==> config.mk <==
export PLATFORM = sky130hd
export DESIGN_NAME = mmh_fifo
export DESIGN_NICKNAME = d
export VERILOG_FILES = /design/src/hdl/mmh_pkg.sv /design/src/hdl/mmh_fifo.sv
export SDC_FILE = /design/constraint.sdc
export NUM_CORES = 1
export LEC_CHECK = 0
export BUFFER_PORTS_ARGS = -buffer_cell sky130_fd_sc_hd__buf_2
export CORE_UTILIZATION = 53
export DETAILED_ROUTE_END_ITERATION = 16
export PLACE_DENSITY_LB_ADDON = 0.2
export REMOVE_ABC_BUFFERS = 1
export SLEW_MARGIN = 20
export SYNTH_ARGS = -nofsm -noshare
export SYNTH_HDL_FRONTEND = slang
export SYNTH_SLANG_ARGS = --single-unit
==> constraint.sdc <==
create_clock -name clock -period 18.7 [get_ports clock]
set_input_delay 3.74 -clock clock [delete_from_list [all_inputs] [get_ports clock]]
set_output_delay 3.74 -clock clock [all_outputs]
set_load 0.03 [all_outputs]
==> src/hdl/mmh_pkg.sv <==
`timescale 1ns / 1ps
package mmh_pkg;

   localparam int unsigned WORD_W = 64;
   localparam int unsigned SIZE_W = 13;

   localparam logic [WORD_W-1:0] MUR_M    = 64'hc6a4a7935bd1e995;
   localparam logic [WORD_W-1:0] MUR_SEED = 64'h00000000e17a1465;
   localparam int unsigned       MUR_R    = 47;

   // record length after reset and the matching starting hash
   localparam logic [SIZE_W-1:0] SIZE_RESET = 13'd8;
   localparam logic [WORD_W-1:0] INIT_RESET = MUR_SEED ^ (MUR_M * 64'd8);

   // constant multiplier: one 32x32 partial product per stage
   localparam int unsigned MUL_LAT = 3;
   localparam int unsigned CNT_W   = $clog2(MUL_LAT);

   // queue between front and back
   localparam int unsigned QDEPTH  = 8;
   localparam int unsigned QPTR_W  = $clog2(QDEPTH);
   localparam int unsigned QCNT_W  = $clog2(QDEPTH + 1);

   // item moving through the front mixing pipeline
   typedef struct packed {
      logic              valid;
      logic              bypass;
      logic              last;
      logic [WORD_W-1:0] word;
   } side_type;

   // queued item: value to xor into the running hash
   typedef struct packed {
      logic              last;
      logic [WORD_W-1:0] word;
   } entry_type;

   // record length load from the front to the back
   typedef struct packed {
      logic              load;
      logic [SIZE_W-1:0] eff_size;
   } cfg_type;

endpackage

==> src/hdl/mmh_fifo.sv <==
`timescale 1ns / 1ps
module mmh_fifo (
   input  logic               clock,
   input  logic               reset,
   input  logic               q_push,
   input  mmh_pkg::entry_type q_entry,
   input  logic               q_pop,
   output logic               q_empty,
   output mmh_pkg::entry_type q_head
);

   mmh_pkg::entry_type             mem_ff [mmh_pkg::QDEPTH];
   logic [mmh_pkg::QPTR_W-1:0]     wr_ff, rd_ff;
   logic [mmh_pkg::QCNT_W-1:0]     count_ff, count_in;

   always_comb begin
      count_in = count_ff;
      if (q_push && !q_pop) begin
         count_in = count_ff + mmh_pkg::QCNT_W'(1);
      end else if (!q_push && q_pop) begin
         count_in = count_ff - mmh_pkg::QCNT_W'(1);
      end
   end

   always_ff @(posedge clock) begin
      if (reset) begin
         wr_ff    <= '0;
         rd_ff    <= '0;
         count_ff <= '0;
      end else begin
         count_ff <= count_in;
         if (q_push) begin
            wr_ff <= wr_ff + mmh_pkg::QPTR_W'(1);
         end
         if (q_pop) begin
            rd_ff <= rd_ff + mmh_pkg::QPTR_W'(1);
         end
      end
      if (q_push) begin
         mem_ff[wr_ff] <= q_entry;
      end
   end

   assign q_empty = (count_ff == '0);
   assign q_head  = mem_ff[rd_ff];

   a_no_overflow: assert property (@(posedge clock) disable iff (reset)
      q_push |-> (count_ff != mmh_pkg::QCNT_W'(mmh_pkg::QDEPTH)) || q_pop)
      else $error("queue push while full");

   a_no_underflow: assert property (@(posedge clock) disable iff (reset)
      q_pop |-> !q_empty)
      else $error("queue pop while empty");

endmodule

# Yosys cells after proc, flatten, opt, wreduce, memory -nomap -nowiden

Memories as Yosys holds them, arrays and structs flattened. A register that Yosys moved wholly into a read port is not among the register bits.
Cells that the tools add are included.

Register bits after elaboration: 10
Latch bits: 0
Memory bits (writable): 520
ROM bits: 0
Input port bits: 69
Output and inout bits: 66
Word-level logic and storage cells: 20
Memories: 1

$add $sub $neg: 4
Multiply operators: 0
Divide/modulo/power cells: 0
Order comparisons: 0
Equal/unequal tests: 0
Shifts and indexed selects: 0
Mux-type cells: 6
Bitwise gates (word level): 0
Reductions and logical operators: 6

Memory list:

| memory | depth | width | read ports | clocked after memory_dff | wr ports | RTL line       | text |
|---|---|---|---|---|---|---|---|
| mem_ff | 8     | 65    | 1          | 1                        | 1        | mmh_fifo.sv:12 | `mmh_pkg::entry_type mem_ff [mmh_pkg::QDEPTH];` |

Operator list:

| operator                                                           | count |
|---|---|
| 4-bit 2-to-1 mux                                                   | 2 |
| 3-bit by 1-bit adder with 3-bit output, second input constant      | 2 |
| 3-bit 2-to-1 mux                                                   | 2 |
| 4-bit by 1-bit adder with 4-bit output, second input constant      | 1 |
| 4-bit zero test                                                    | 1 |
| 4-bit by 1-bit subtractor with 4-bit output, second input constant | 1 |
| 1-bit logical AND                                                  | 2 |
| 1-bit zero test                                                    | 2 |
| 1-bit 2-to-1 mux                                                   | 2 |
| 2-bit nonzero test                                                 | 1 |

# Logic depth before layout (Yosys ltp)

Gate-level depths: netlist (run 1).

Depth in word-level cells: 4
Depth in mapped cells: 8
Gate-level depth less buffers: 8

# Worst setup path before layout (run 1)

Ideal clock, no wire load.

Path kind: input to register
Start point: in q_push
End point: mem mem_ff[0][0] in the netlist's numbering (enable)
Library setup time: 0.568 ns
Arrival time: 8.252 ns
Data required time: 18.132 ns
Slack: 9.880 ns
Cell stages on the path: 2
Buffers on the path: 0
Cell sequence: nand2b_1 > nor3_1

Longest elaborated chain between the ends: 2

Ends and longest elaborated chain:

| what                                   | RTL line       | text |
|---|---|---|
| from (decl)                            | mmh_fifo.sv:5  | `input logic q_push,` |
| 1-bit 2-to-1 mux                       | mmh_fifo.sv:39 | `if (q_push) begin` |
| 1-bit 2-to-1 mux (implied by the code) | mmh_fifo.sv:40 | `mem_ff[wr_ff] <= q_entry;` |
| to (decl)                              | mmh_fifo.sv:12 |  |

Every way passes these cells.

==> summary.md, run 1 <==
| Metric | Value |
|---|---|
| Status | complete, no violations |
| Final-report max-slew violation count | 0 |
| Sw frac | 22.3% |
| Comb power frac | 9.4% |
| Routed vias | 8762 |
| Hold Fails Final Rpt | 0 |
| Average routed wire per standard cell | 24.2 um |
| Slack of the worst reg-to-reg path | 16.10 ns |
| Layout cells sized above 1 | 41.3% |
| Clock power share | 37.6% |
| Worst r2r src | wr_ff[0] |
| Peak supply drop | 74.8 uV |
| Pin count of the biggest net entering global routing | 65 |
| Flop pwr share | 53.0% |
| Number of global-route vias before repair | 9225 |
| Worst-margin pin slew | 0.998 ns |
| Clk sinks | 533 |
| RSZ-0062 raised after global routing | no |
| Fmax | 0.135 GHz |
| Clk_lat worst skew | 0.59 ns |
| Critical path's largest stage delay | 0.82 ns |
| Sequential area share after synthesis | 79.0% |
| Post-CTS Resized | 0 |
| Placed cell area | 21400 um^2 |
| First-pass GRT wire length | 56100 um |
| Pwr Density | 112 nW/um^2 |
| Die ar. | 38700 um^2 |
| Hold_buf cts | 0 |
| Total congestion overflow | 0 |
| Core Region | 37000 um^2 |
| Post-Route WL | 37000 um |
| GRT Total Usage | 19.9% |
| Most common cell after layout, fill and taps aside | edfxtp_1 |
| Die height | 197 um |
| Syn. warnings | 0 |
| Area contributors post-synth | edfxtp_1 78%, mux4_2 15%, mux2_2 3.7% |
| Internal power | 0.00199 W |
| Total CTS buffers | 52 |
| Final worst slack | 11.31 ns |
| CTS Buffer Depth | 3 |
| Post-synthesis register bit count | 533 |
| Period minus WS final | 7.39 ns |
| Startpoint types | flop |
| Max Cap Viol | 0 |
| DP Wirelength | 19100 um |
| Mapped cell area | 20100 um^2 |
| Worst Path Arrival | 3.65 ns |
| Max Clock Skew | 0.0149 ns |
| Io pins | 135 |
| Antenna Nets Post-Route | 0 |
| Fill cells | 2588 |
| Nets | 1059 |
| Buffer count from post-CTS setup fixing | 0 |
| Vias per cell | 5.73 |
| WHS Path Cells | 2 |
| Worst r2r dst | mem_ff[7][27] |
| R2R cell count | 3 |
| Most frequent cells in the layout | 520 x edfxtp_1, 134 x buf_2, 130 x mux4_2 |
| Routability cong. | 0.697 |
| WS Path Type | reg2out |
| Worst path required time | 14.96 ns |
| CP cell instances | buf_4 -> buf_4 -> mux4_2 -> mux2_2 -> buf_2 |
| Setup WS pre-CTS | 11.87 ns |
| Avg Cell Area, Syn | 24.5 um^2 |
| Fin crit share | 39.5% |
| Post-synth top area cell | edfxtp_1 |
| # rows | 70 |
| Crit path max fanout | 64 |
| Leak | 7.31 nW |
| Setup TNS | 0 ns |
| Setup violators final | 0 |
| Root Driver | clkbuf_16 |
| Tot Pwr | 0.00257 W |
| Pre-antenna DRT Iters | 5 |
| Area grow syn2layout | 14.0% |
| # port buffers | 134 |
| Mapped Cells | 819 |
| Initial Utilization | 54.4% |
| Initial antenna violation count | 4 |
| Critical Path End | q_head[43] |
| CTS clk-pin slew, worst paths | 0.06 ns |
| Net switching power | 0.000572 W |
| First DRT Iteration DRCs | 592 |
| Netlist cell types | 24 |
| Most used cell, CP | buf_4 |
| CP max-delay cell | buf_4 |
| Synth top area share | 77.7% |
| Slew margin rel. | 33.3% |
| Worst Setup End Kind | primary output |
| Hold Path Class | reg2reg |
| Number of remaining DRC errors | 0 |
| Post-route cell area | 22900 um^2 |
| Die X | 197 um |
| H-tree levels | 2 |
| TritonCTS clock tree | built |
==> worst min path at each step <==
stage               startpoint  endpoint  slack (ns)
floorplan             rd_ff[2]      flop        0.48
global placement      rd_ff[2]      flop        0.50
detailed placement    rd_ff[2]      flop        0.51
CTS                   rd_ff[2]  rd_ff[2]        0.53
global route          rd_ff[2]  rd_ff[2]        0.55
finish                rd_ff[2]  rd_ff[2]        0.52
==> power by group through the flow <==
stage               clock network (W)  registers [W]  logic (W)
floorplan                           0        0.00140   0.000174
global placement                    0        0.00138   0.000245
detailed placement                  0        0.00139   0.000247
CTS                          0.000987        0.00136   0.000248
global route                  0.00103        0.00136   0.000261
finish                       0.000965        0.00136   0.000242
==> flip-flops by register name (all words and copies together) (netlist names), named ones only <==
signal    count
mem_ff      520
count_ff      4
rd_ff         3
wr_ff         3
==> synth_stat cells <==
cell and count:
ha_1 5, nor2b_1 1, a211oi_1 1, nor3_1 2
buf_1 5, mux4_2 130, nand2_1 4, a31oi_1 1
a21oi_1 2, mux2_2 66, edfxtp_1 520, nor4_1 1
buf_2 4, inv_1 2, mux2i_1 3, xnor2_1 3
fa_1 1, clkbuf_1 18, nand3_1 1, buf_6 11
dfxtp_1 13, nand2b_1 3, xor2_1 3, nor2_1 19
==> critical path: cells and delay by family (launching register included) <==
kind / cells / cell delay [ns]
flip-flops: 1 / 0.55
multiplexers: 2 / 0.74
buffers and inverters: 3 / 1.70
==> cell type report <==
type	instances	area, um^2	area share [%]
flip-flops and latches	533	15900	69.3
multi-input cells	246	4050	17.7
clock buffers	67	1390	6.06
repair buffers	149	783	3.42
well taps	504	631	2.75
clock inverters	27	178	0.775
inverters	2	7.51	0.0327
diodes	2	5.00	0.0218
==> metal layers <==
layer  wire length (um)  up-vias  track usage (%)
met5                 39        -                0
met4                785        6             5.97
met3               2180       63             4.33
met2              18200      211             31.8
met1              15800     4659             27.7
li1                   -     3823                -
==> per-stage QoR <==
stage	hold WS [ns]	instances	util (%)
2_1_floorplan	0.485	781	-
3_3_place_gp	0.501	1434	57.8
3_5_place_dp	0.514	1434	57.8
4_1_cts	0.530	1528	62.0
5_1_grt	0.547	1528	62.0
6_report	0.523	1530	62.0
==> cells by family (layout without fill, tap and decap cells) <==
kind of cell             Yosys count  after routing  synth area share, %
buffers and inverters             40            245                 1.18
other                              0              2                    0
AO/OA/AOI/OAI                      4              4                0.118
multiplexers                     199            199                 18.4
AND/OR/NAND/NOR                   31             31                0.660
adder cells (fa/ha/maj)            6              6                0.411
flip-flops                       533            533                 79.0
XOR/XNOR                           6              6                0.261
Power figures use the tool's default switching activity.
==> run 2: changes to the inputs <==
Clock period 18.7 ns to 7.15 ns, I/O delays scaled along.
==> run 2 against run 1 <==
Die area did not move. Combinational power rose to 2.6 times the previous value. Non-clock buffer count is 1 higher. Clock skew hardly changed. Critical endpoint is now q_head[45].
==> summary.md, run 2 (synthesized netlist as in run 1, its figures left out) <==
| Metric | Value |
|---|---|
| Total congestion overflow | 0 |
| Layout cells sized above 1 | 41.0% |
| Post-Route WL | 36700 um |
| CTS Buffer Depth | 3 |
| Root Driver | clkbuf_16 |
| Vias per cell | 5.69 |
| Leak | 7.30 nW |
| Clk_lat worst skew | 0.58 ns |
| Biggest register | mem_ff |
| Crit path max fanout | 59 |
| Worst r2r src | wr_ff[0] |
| Min-Delay Endpoint | rd_ff[2] |
| Top flop regs | mem_ff (520), count_ff (4) |
| Number of remaining DRC errors | 0 |
| Setup violators final | 0 |
| Period minus WS final | 4.56 ns |
| Area grow syn2layout | 13.9% |
| Most frequent cells in the layout | 520 x edfxtp_1, 134 x buf_2, 130 x mux4_2 |
| Fmax | 0.219 GHz |
| WS Path Type | reg2out |
| Total CTS buffers | 51 |
| Hold_buf cts | 0 |
| Layout Utilization | 62.0% |
| Average routed wire per standard cell | 24.0 um |
| Max Cap Viol | 0 |
| Setup TNS | 0 ns |
| Initial Utilization | 54.4% |
| Worst path required time | 5.72 ns |
| Fin crit share | 63.8% |
| R2R cell count | 3 |
| Max reg flops | 520 |
| Buffer count from post-CTS setup fixing | 0 |
| Antenna Nets Post-Route | 0 |
| Worst-margin pin slew | 1.09 ns |
| DP Wirelength | 18700 um |
| Clk sinks | 533 |
| Most common cell after layout, fill and taps aside | edfxtp_1 |
| # rows | 70 |
| Io pins | 135 |
| RSZ-0062 raised after global routing | no |
| Slew margin rel. | 27.6% |
| First-pass GRT wire length | 55600 um |
| Post-CTS Resized | 0 |
| Nets | 1059 |
| H-tree levels | 2 |
| Max Clock Skew | 0.0148 ns |
| CTS clk-pin slew, worst paths | 0.06 ns |
| Routability cong. | 0.699 |
| Pin count of the biggest net entering global routing | 62 |
| Worst Path Arrival | 3.13 ns |
| Status | complete, no violations |
| Initial antenna violation count | 5 |
| Die ar. | 38700 um^2 |
| # port buffers | 134 |
| Pwr Density | 290 nW/um^2 |
| Worst Setup End Kind | primary output |
| TritonCTS clock tree | built |
| Die X | 197 um |
| Slack of the worst reg-to-reg path | 4.58 ns |
| Final-report max-slew violation count | 0 |
| Core Region | 37000 um^2 |
| GRT Total Usage | 19.7% |
| Worst r2r dst | mem_ff[7][51] |
| Peak supply drop | 202 uV |
| Pre-antenna DRT Iters | 5 |
| Die height | 197 um |
| Hold Path Class | reg2reg |
| Number of global-route vias before repair | 9103 |
| Startpoint types | flop |
| First DRT Iteration DRCs | 565 |
| Tot Pwr | 0.00665 W |
| Routed vias | 8713 |
| WHS Path Cells | 2 |
| Min-delay src | rd_ff[2] |
| Hold Fails Final Rpt | 0 |
==> run 2: area by class of cell <==
| type | count | area (um^2) |
|---|---|---|
| antenna | 1 | 2.50 |
| clock buffer | 69 | 1390 |
| clock inverter | 25 | 131 |
| fill | 2598 | 14100 |
| inverter | 2 | 7.51 |
| multi-input combinational | 246 | 4050 |
| sequential | 533 | 15900 |
| tap | 504 | 631 |
| timing repair buffer | 150 | 816 |
==> run 2: worst max-delay path by stage <==
stage / from / to / cells past startpoint
finish: flop / q_head[45] / 4
CTS: flop / q_head[62] / 4
global placement: flop / q_head[45] / 4
detailed placement: flop / q_head[62] / 4
global route: flop / q_head[22] / 4
floorplan: flop / q_head[0] / 2
==> run 2: per-stage QoR <==
stage,hold slack [ns],instance area (um^2),setup slack (ns),cells
2_1_floorplan,0.485,19900,-0.665,781
3_3_place_gp,0.498,21400,3.12,1434
3_5_place_dp,0.519,21400,3.12,1434
4_1_cts,0.533,22900,2.49,1528
5_1_grt,0.564,22900,2.39,1529
6_report,0.528,22900,2.59,1530
==> run 2: critical path, stage by stage, from the launching register on <==
cell and delay, ns:
dfxtp_4 0.98, buf_4 0.65, mux4_2 0.40, mux2_2 0.31, buf_2 0.19
==> run 2: power by group <==
| part | switching, W | total [W] | internal, W |
|---|---|---|---|
| registers | 0.0000469 | 0.00356 | 0.00352 |
| logic | 0.000362 | 0.000629 | 0.000267 |
| clock network | 0.00107 | 0.00246 | 0.00139 |
==> run 2: metal layers <==
metal,track usage [%],up-vias,wire (um)
li1,-,3816,-
met2,31.6,225,17800
met4,6.26,8,776
met3,3.92,62,2160
met5,0,-,48
met1,27.7,4602,15900
