$ cat config.mk
export PLATFORM = sky130hd
export DESIGN_NAME = mmh_back
export DESIGN_NICKNAME = d
export VERILOG_FILES = /design/src/hdl/mmh_pkg.sv /design/src/hdl/mmh_mul.sv /design/src/hdl/mmh_back.sv
export SDC_FILE = /design/constraint.sdc
export NUM_CORES = 2
export LEC_CHECK = 0
export ABC_AREA = 0
export BUFFER_PORTS_ARGS = -buffer_cell sky130_fd_sc_hd__buf_2
export CAP_MARGIN = 25
export CORE_UTILIZATION = 50
export CTS_CLUSTER_SIZE = 40
export DETAILED_ROUTE_END_ITERATION = 8
export GPL_TIMING_DRIVEN = 0
export PLACE_DENSITY = 0.66
export SLEW_MARGIN = 20
export SYNTH_ARGS = -nofsm -noshare
export SYNTH_HDL_FRONTEND = slang
export SYNTH_SLANG_ARGS = --single-unit
$ cat constraint.sdc
create_clock -name clock -period 12.6 [get_ports clock]
set_clock_uncertainty 0.15 [all_clocks]
set_input_delay 2.52 -clock clock [delete_from_list [all_inputs] [get_ports clock]]
set_output_delay 2.52 -clock clock [all_outputs]
set_load 0.005 [all_outputs]
$ cat src/hdl/mmh_pkg.sv
`timescale 1ns / 1ps
package mmh_pkg;

   localparam int unsigned WORD_W = 64;
   localparam int unsigned SIZE_W = 13;

   localparam logic [WORD_W-1:0] MUR_M    = 64'hc6a4a7935bd1e995;
   localparam logic [WORD_W-1:0] MUR_SEED = 64'h00000000e17a1465;
   localparam int unsigned       MUR_R    = 47;

   // record length after reset and the matching starting hash
   localparam logic [SIZE_W-1:0] SIZE_RESET = 13'd8;
   localparam logic [WORD_W-1:0] INIT_RESET = MUR_SEED ^ (MUR_M * 64'd8);

   // constant multiplier: one 32x32 partial product per stage
   localparam int unsigned MUL_LAT = 3;
   localparam int unsigned CNT_W   = $clog2(MUL_LAT);

   // queue between front and back
   localparam int unsigned QDEPTH  = 8;
   localparam int unsigned QPTR_W  = $clog2(QDEPTH);
   localparam int unsigned QCNT_W  = $clog2(QDEPTH + 1);

   // item moving through the front mixing pipeline
   typedef struct packed {
      logic              valid;
      logic              bypass;
      logic              last;
      logic [WORD_W-1:0] word;
   } side_type;

   // queued item: value to xor into the running hash
   typedef struct packed {
      logic              last;
      logic [WORD_W-1:0] word;
   } entry_type;

   // record length load from the front to the back
   typedef struct packed {
      logic              load;
      logic [SIZE_W-1:0] eff_size;
   } cfg_type;

endpackage

$ cat src/hdl/mmh_mul.sv
`timescale 1ns / 1ps
module mmh_mul (
   input  logic                       clock,
   input  logic [mmh_pkg::WORD_W-1:0] mul_a,
   output logic [mmh_pkg::WORD_W-1:0] mul_p
);

   localparam logic [31:0] M_LO = mmh_pkg::MUR_M[31:0];
   localparam logic [31:0] M_HI = mmh_pkg::MUR_M[63:32];

   logic [63:0] p1_ff, p1_in;
   logic [31:0] lo1_ff, hi1_ff;
   logic [63:0] p2_ff, p2_in;
   logic [31:0] hi2_ff;
   logic [63:0] p3_ff, p3_in;
   logic [31:0] cross2, cross3;

   // product mod 2^64 = lo*mlo + ((lo*mhi + hi*mlo) << 32)
   always_comb begin
      p1_in  = {32'd0, mul_a[31:0]} * {32'd0, M_LO};
      cross2 = lo1_ff * M_HI;
      p2_in  = {p1_ff[63:32] + cross2, p1_ff[31:0]};
      cross3 = hi2_ff * M_LO;
      p3_in  = {p2_ff[63:32] + cross3, p2_ff[31:0]};
   end

   always_ff @(posedge clock) begin
      p1_ff  <= p1_in;
      lo1_ff <= mul_a[31:0];
      hi1_ff <= mul_a[63:32];
      p2_ff  <= p2_in;
      hi2_ff <= hi1_ff;
      p3_ff  <= p3_in;
   end

   assign mul_p = p3_ff;

endmodule

$ cat src/hdl/mmh_back.sv
`timescale 1ns / 1ps
module mmh_back (
   input  logic                       clock,
   input  logic                       reset,
   input  logic                       q_empty,
   input  mmh_pkg::entry_type         q_head,
   output logic                       q_pop,
   input  mmh_pkg::cfg_type           cfg,
   output logic                       rsp_valid,
   input  logic                       rsp_ready,
   output logic [mmh_pkg::WORD_W-1:0] rsp_hash_value
);

   typedef enum logic [1:0] {
      ST_IDLE,
      ST_HMUL,
      ST_FMUL,
      ST_EMIT
   } state_type;

   state_type                  state_ff;
   logic [mmh_pkg::CNT_W-1:0]  cnt_ff;
   logic                       last_ff;
   logic [mmh_pkg::WORD_W-1:0] h_ff;
   logic [mmh_pkg::WORD_W-1:0] init_ff, init_in;
   logic [mmh_pkg::WORD_W-1:0] fin_ff;
   logic                       rsp_valid_ff;
   logic [mmh_pkg::WORD_W-1:0] rsp_hash_ff;

   logic                       mul_done;
   logic                       rsp_load;
   logic [mmh_pkg::WORD_W-1:0] mul_a, mul_p;
   logic [mmh_pkg::WORD_W-1:0] p_fold;

   assign init_in  = mmh_pkg::MUR_SEED ^
                     ({{(mmh_pkg::WORD_W - mmh_pkg::SIZE_W){1'b0}}, cfg.eff_size} *
                      mmh_pkg::MUR_M);
   assign mul_done = (cnt_ff == mmh_pkg::CNT_W'(mmh_pkg::MUL_LAT - 1));
   assign p_fold   = mul_p ^ (mul_p >> mmh_pkg::MUR_R);
   assign rsp_load = (state_ff == ST_EMIT) && (!rsp_valid_ff || rsp_ready);

   // chain the next word straight off the finished product when one is queued
   always_comb begin
      q_pop = 1'b0;
      mul_a = h_ff ^ q_head.word;
      unique case (state_ff)
         ST_IDLE: begin
            q_pop = !q_empty;
         end
         ST_HMUL: begin
            if (mul_done) begin
               if (last_ff) begin
                  mul_a = p_fold;
               end else begin
                  mul_a = mul_p ^ q_head.word;
                  q_pop = !q_empty;
               end
            end
         end
         ST_FMUL, ST_EMIT: begin
            q_pop = 1'b0;
         end
         default: begin
            q_pop = 1'b0;
         end
      endcase
   end

   mmh_mul u_mul_h (
      .clock (clock),
      .mul_a (mul_a),
      .mul_p (mul_p)
   );

   always_ff @(posedge clock) begin
      if (reset) begin
         state_ff     <= ST_IDLE;
         cnt_ff       <= '0;
         h_ff         <= mmh_pkg::INIT_RESET;
         init_ff      <= mmh_pkg::INIT_RESET;
         rsp_valid_ff <= 1'b0;
      end else begin
         if (rsp_load) begin
            rsp_valid_ff <= 1'b1;
         end else if (rsp_ready) begin
            rsp_valid_ff <= 1'b0;
         end
         // user changes size only while idle (unchecked); restart the record
         if (cfg.load) begin
            init_ff <= init_in;
            h_ff    <= init_in;
         end else begin
            unique case (state_ff)
               ST_IDLE: begin
                  cnt_ff <= '0;
                  if (!q_empty) begin
                     last_ff  <= q_head.last;
                     state_ff <= ST_HMUL;
                  end
               end
               ST_HMUL: begin
                  if (mul_done) begin
                     cnt_ff <= '0;
                     if (last_ff) begin
                        h_ff     <= init_ff;
                        state_ff <= ST_FMUL;
                     end else begin
                        h_ff <= mul_p;
                        if (!q_empty) begin
                           last_ff <= q_head.last;
                        end else begin
                           state_ff <= ST_IDLE;
                        end
                     end
                  end else begin
                     cnt_ff <= cnt_ff + mmh_pkg::CNT_W'(1);
                  end
               end
               ST_FMUL: begin
                  if (mul_done) begin
                     cnt_ff   <= '0;
                     fin_ff   <= p_fold;
                     state_ff <= ST_EMIT;
                  end else begin
                     cnt_ff <= cnt_ff + mmh_pkg::CNT_W'(1);
                  end
               end
               ST_EMIT: begin
                  // hold the hash until the output register frees up
                  if (rsp_load) begin
                     rsp_hash_ff <= fin_ff;
                     state_ff    <= ST_IDLE;
                  end
               end
               default: begin
                  state_ff <= ST_IDLE;
               end
            endcase
         end
      end
   end

   assign rsp_valid      = rsp_valid_ff;
   assign rsp_hash_value = rsp_hash_ff;

   a_cnt_range: assert property (@(posedge clock) disable iff (reset)
      cnt_ff <= mmh_pkg::CNT_W'(mmh_pkg::MUL_LAT - 1))
      else $error("multiply counter out of range");

   a_emit_loads: assert property (@(posedge clock) disable iff (reset)
      (state_ff == ST_EMIT && (!rsp_valid_ff || rsp_ready)) |=>
         (rsp_valid_ff && state_ff == ST_IDLE))
      else $error("finished hash not moved to output");

endmodule

==> Word level (Yosys, flattened, before mapping) <==
Index checks and enable logic that the tools add are counted.
{ "word_totals": {"output_inout_bits": 66, "input_bits": 83, "regBits": 549} }
{ "classes": {"add_sub_neg": 3, "bitwise_logic": 6, "n_eq_ne": 9, "mul": 4, "n_mux": 26, "reduce_logical": 18} }
{ "op_table": {"columns": ["operator", "count"], "rows": [
  ["$mux 64", 7],
  ["$xor 64x64->64", 2],
  ["$mul 13x64->64 const B", 1],
  ["$mul 32x31->32 const B", 2],
  ["$xor 64x17->64", 1],
  ["$mul 32x31->63 const B", 1],
  ["$add 31x32->32", 1],
  ["$add 32x32->32", 1],
  ["$not 15->15", 1],
  ["$mux 2", 7],
  ["$reduce_bool 2->1", 5],
  ["$mux 1", 8],
  ["$ne 2x2->1 const B", 4],
  ["$pmux 2 s4", 1],
  ["$reduce_and 4->1", 2],
  ["$eq 2x2->1 const B", 3],
  ["$reduce_and 6->1", 1],
  ["$reduce_and 5->1", 1],
  ["$pmux 2 s2", 1],
  ["$reduce_and 2->1", 2],
  ["$reduce_or 2->1", 2],
  ["$ne 3x3->1 const B", 1],
  ["$pmux 1 s3", 1],
  ["$add 2x1->2 const B", 1],
  ["7 further kinds", 9]
]} }

==> Logic depth before layout (Yosys ltp) <==
{ "logic_depth": {"depth_word": 5, "mapped_depth": 37} }

==> By module <==
From an unflattened synthesis, not the netlist that was laid out.
{ "hier_totals": {"cells_unflattened": 6599, "area_unflattened_um2": 66668.9} }
{ "modules_own_cells": {"columns": ["mod", "area_per_inst_um2", "cells_each", "seq_area_each_um2", "n_inst"], "rows": [
  ["mmh_mul", 43905.9, 4206, 5705.5, 1],
  ["mmh_back", 22763.1, 2393, 6536.3, 1]
]} }

==> Worst setup path before layout <==
Ideal clock, no wire load.
{ "synth_timing": {"path_kind": "input to register", "from": "input port q_head[9] (netlist name)", "to": "register u_mul_h.p1_ff[60]", "path_buffers": 0, "setup_slack_ns": 2.623, "arrival_ns": 9.762, "stages": 21, "setup_ns": 0.065, "cell_sequence": "xnor2_1 > o21ai_0 > fa_1 > fa_1 > fa_1 > fa_1 > fa_1 > fa_1 > fa_1 > fa_1 > ha_1 > a21o_1 > a21o_1 > a221oi_1 > or2_2 > a41o_1 > o41ai_2 > a221oi_4 > o21ai_2 > or4b_1 > nand4b_1"} }
{ "synth_via": {"elab_chain_cells": 5, "word_cells_on_any_way": 6} }
{ "synth_lines": {"columns": ["element", "line_no", "rtl"], "rows": [
  ["start, declared", "mmh_back.sv:6", "input mmh_pkg::entry_type q_head,"],
  ["$xor 64x64->64", "mmh_back.sv:55", "mul_a = mul_p ^ q_head.word;"],
  ["$mux 64", "mmh_back.sv:52", "if (last_ff) begin"],
  ["$mux 64", "mmh_back.sv:51", "if (mul_done) begin"],
  ["$mux 64 *", "mmh_back.sv:46", "unique case (state_ff)"],
  ["named net mul_a, one bit", "mmh_back.sv:32", "logic [mmh_pkg::WORD_W-1:0] mul_a, mul_p;"],
  ["$mul 32x31->63 *", "mmh_mul.sv:20", "p1_in = {32'd0, mul_a[31:0]} * {32'd0, M_LO};"],
  ["named net u_mul_h.p1_in[60]", "mmh_mul.sv:11", "logic [63:0] p1_ff, p1_in;"],
  ["end signal, assigned", "mmh_mul.sv:28", "p1_ff <= p1_in;"],
  ["end, declared", "mmh_mul.sv:11", null]
]} }
The timed path passes the listed nets; every way through them passes the cells marked *.
A chain may end at the register's enable or synchronous reset.

==> Worst setup path after layout <==
{ "layout_timing": {"from": "register state_ff[0]", "to": "register u_mul_h.p1_ff[57]"} }
{ "layout_via": {"elab_chain_cells": 3} }
{ "layout_lines": {"columns": ["element", "line_no", "rtl"], "rows": [
  ["start, declared", "mmh_back.sv:21", "state_type state_ff;"],
  ["start signal, assigned", "mmh_back.sv:77", "state_ff <= ST_IDLE;"],
  ["start signal, assigned", "mmh_back.sv:98", "state_ff <= ST_HMUL;"],
  ["start signal, assigned", "mmh_back.sv:106", "state_ff <= ST_FMUL;"],
  ["$eq 2x1->1", "mmh_back.sv:46", null],
  ["$mux 64", "mmh_back.sv:46", null],
  ["named net mul_a, one bit", "mmh_back.sv:32", null],
  ["$mul 32x31->63", "mmh_mul.sv:20", null],
  ["named net u_mul_h.p1_in[57]", "mmh_mul.sv:11", null]
]} }
The timed path passes the listed nets, and every way through them passes these cells.

==> impl_metrics.py <==
metrics = {
    "status": {
        "outcome": "completed",
    },
    "floorplanning": {
        "die_y_um": 366,
        "core-area_um2": 132000,
        "die_w_um": 366,
        "ios": 149,
        "die_area_um2": 134000,
        "num_rows": 133,
        "initial_core_util_pct": 50.4,
    },
    "placement": {
        "finalWeightedCongestion": 1.00,
        "dp_hpwl_um": 173000,
        "portBuffers": 148,
        "dp.cells": 8458,
    },
    "setup_path": {
        "critical_path.most_common_cell": "fa_1",
        "required_ns": 12.98,
        "worstReg2RegEnd": "u_mul_h.p1_ff[57]",
        "critPathCaptureType": "register",
        "worstReg2RegStart": "state_ff[0]",
        "crit_type": "reg2reg",
        "crit_buf_inv": 11,
        "cp_top_family": "adder cells",
        "reg2regPathDepth": 31,
        "max_stage_delay_ns": 1.03,
        "worstSetupStartpointType": "register",
        "path_max_fanout": 11,
        "rrSetupSlack_ns": 1.22,
        "critPathSlowestCell": "a2111oi_0",
        "arrival_ns": 11.76,
    },
    "detailed_routing": {
        "post_drt_wl_per_cell_um": 23.4,
        "antenna_left": 0,
        "route.detailed.drc": 0,
        "viasPerCell": 5.37,
        "drtIter0Drc": 3706,
        "wl_um": 201000,
        "num_vias": 46100,
        "first_pass_iters": 6,
    },
    "synth": {
        "async_flop_share_pct": 0,
        "synth-main-ff-cell": "dfxtp_1",
        "muxShareOfSynthArea_pct": 1.53,
        "ys.warnings.count": 0,
        "synth_top_area_share_pct": 32.2,
        "syn-num-nets": 8734,
        "synth_area_leaders": "fa_1 (32%), ha_1 (20%), dfxtp_1 (13%)",
        "synth_adder_area_share_pct": 51.9,
        "postSynthCellCount": 6540,
        "ys_ff_latch": 547,
        "synth_xor_area_share_pct": 4.59,
        "synth_top_area_cell": "fa_1",
        "synth_compound_area_share_pct": 7.77,
        "synth-edff-count": 129,
        "ys_types": 78,
        "yosysSeqAreaShare_pct": 18.5,
        "syn_area_um2": 66300,
        "synthSimpleGateAreaFrac_pct": 4.67,
        "synth_top_family_by_area": "adder cells",
        "synth.avg_cell_area_um2": 10.1,
    },
    "global_routing": {
        "grtUsageTotal_pct": 30.4,
        "grt_pass1_wl_um": 300000,
        "antenna_found_initial": 23,
        "grt_pass1_vias": 47500,
        "grt_max_degree": 41,
        "overflow": 0,
    },
    "sta": {
        "post-route-period-util_pct": 90.3,
        "finalHoldViolations": 0,
        "rsz0062_at_grt": "no",
        "finalMaxSlewViolations": 0,
        "finalCriticalPeriod_ns": 11.38,
        "timing.fmax_mhz": 87.9,
        "setup_viol": 0,
        "hold_ws_ns": 0.167,
        "maxSlewHeadroom_pct": 19.1,
        "tightest_slew_ns": 1.21,
    },
    "min_path": {
        "hold_class": "reg2reg",
        "holdCritStartpoint": "u_mul_h.hi1_ff[6]",
        "min_to": "u_mul_h.hi2_ff[6]",
        "holdPathStages": 0,
    },
    "cells_and_area": {
        "drive_gt1_share_pct": 4.49,
        "syn_to_final_growth_pct": 8.15,
        "fin_nets": 8962,
        "final_cell_mix": "inv_1 (1,858), fa_1 (1,068), ha_1 (1,043), dfxtp_1 (418), xnor2_1 (275)",
        "layout_commonest_cell": "inv_1",
        "fillers": 11800,
        "layoutNonFillerInstCount": 8585,
    },
    "clock_network": {
        "cts-root-buf": "clkbuf_16",
        "clock_latency_ns": 0.70,
        "cts_tree": "yes",
        "cts.htree.levels": 2,
        "cts_hold_buf": 0,
        "clk_pin_slew_worst_paths_ns": 0.06,
        "ctsResizeCount": 0,
        "clockBufferDepth": 3,
        "post_cts_buffers": 0,
        "cts_buffers": 60,
        "cts_sinks": 547,
    },
    "run": {
        "maxCapViolCount": 0,
    },
}
==> area by class of cell <==
type | instances | area [um^2] | share of cell area, %
multi-input combinational | 4033 | 46800 | 65.2
sequential | 547 | 12200 | 17.1
inverter | 1858 | 6970 | 9.72
tap | 1755 | 2200 | 3.06
clock buffer | 74 | 1640 | 2.28
timing repair buffer | 166 | 953 | 1.33
clock inverter | 40 | 548 | 0.764
buffer | 102 | 385 | 0.537
antenna | 10 | 25.0 | 0.0349
==> synthesized netlist by cell type (all sizes together) (17+ instances only) <==
cell type / n
dfxtp: 418
nor2b: 25
xor2: 73
nand4: 17
nor2: 169
and3: 32
inv: 1858
buf: 20
o21bai: 26
nand2: 216
edfxtp: 129
mux2i: 99
o21a: 44
nor3: 34
nand2b: 58
a21oi: 247
o31ai: 17
a211oi: 26
fa: 1068
xnor2: 275
clkbuf: 82
a31oi: 30
ha: 1043
nand3: 34
a21o: 95
o21ai: 206
==> layer usage <==
layer,share of wire [%],vias up,GRT usage (%)
li1,-,20800,-
met1,42,23200,41.5
met2,45,1674,48.3
met3,8.1,377,5.29
met4,4.5,4,11.6
met5,0.072,-,0
==> flip-flops by register name (all words and copies together), names as in the netlist, named ones only <==
signal          cells
h_ff               64
u_mul_h.lo1_ff     32
init_ff            64
state_ff            1
cnt_ff              2
last_ff             1
u_mul_h.p2_ff      64
fin_ff             64
u_mul_h.mul_p      64
u_mul_h.hi2_ff     32
rsp_valid           1
u_mul_h.hi1_ff     32
u_mul_h.p1_ff      61
rsp_hash_value     64
==> logic make-up (layout without fill, tap and decap cells) <==
| family | after synthesis | after routing |
|---|---|---|
| adders and majority gates | 2111 | 2111 |
| buffers and inverters | 1960 | 2240 |
| AOI/OAI and AO/OA | 819 | 819 |
| and+or+nand+nor | 654 | 654 |
| DFF | 547 | 547 |
| xor gates and xnor gates | 348 | 348 |
| muxes | 101 | 101 |
| other | 0 | 10 |
==> worst max path at each step <==
stage | end | from | cells past startpoint | slack (ns)
3_3_place_gp | u_mul_h.p1_ff[47] | q_head[9] | 27 | -0.82
3_5_place_dp | u_mul_h.p1_ff[57] | q_head[1] | 27 | 0.93
5_1_grt | u_mul_h.p1_ff[47] | state_ff[0] | 32 | 0.89
4_1_cts | u_mul_h.p1_ff[47] | state_ff[0] | 32 | 1.38
2_1_floorplan | u_mul_h.p1_ff[60] | q_head[9] | 21 | 2.62
6_report | u_mul_h.p1_ff[57] | state_ff[0] | 31 | 1.22
==> through the flow <==
step | cell area [um^2] | TNS (ns) | utilization (%) | setup slack, ns
floorplan | 66300 | 0 | - | 2.62
CTS | 71700 | 0 | 54.5 | 1.38
detailed placement | 69500 | 0 | 52.8 | 0.931
finish | 71800 | 0 | 54.5 | 1.22
global route | 71700 | 0 | 54.5 | 0.891
global placement | 69300 | -8.78 | 52.6 | -0.820
Power is not shown: default switching activity piles up to over one toggle a cycle in this logic, so the estimate is an artifact.
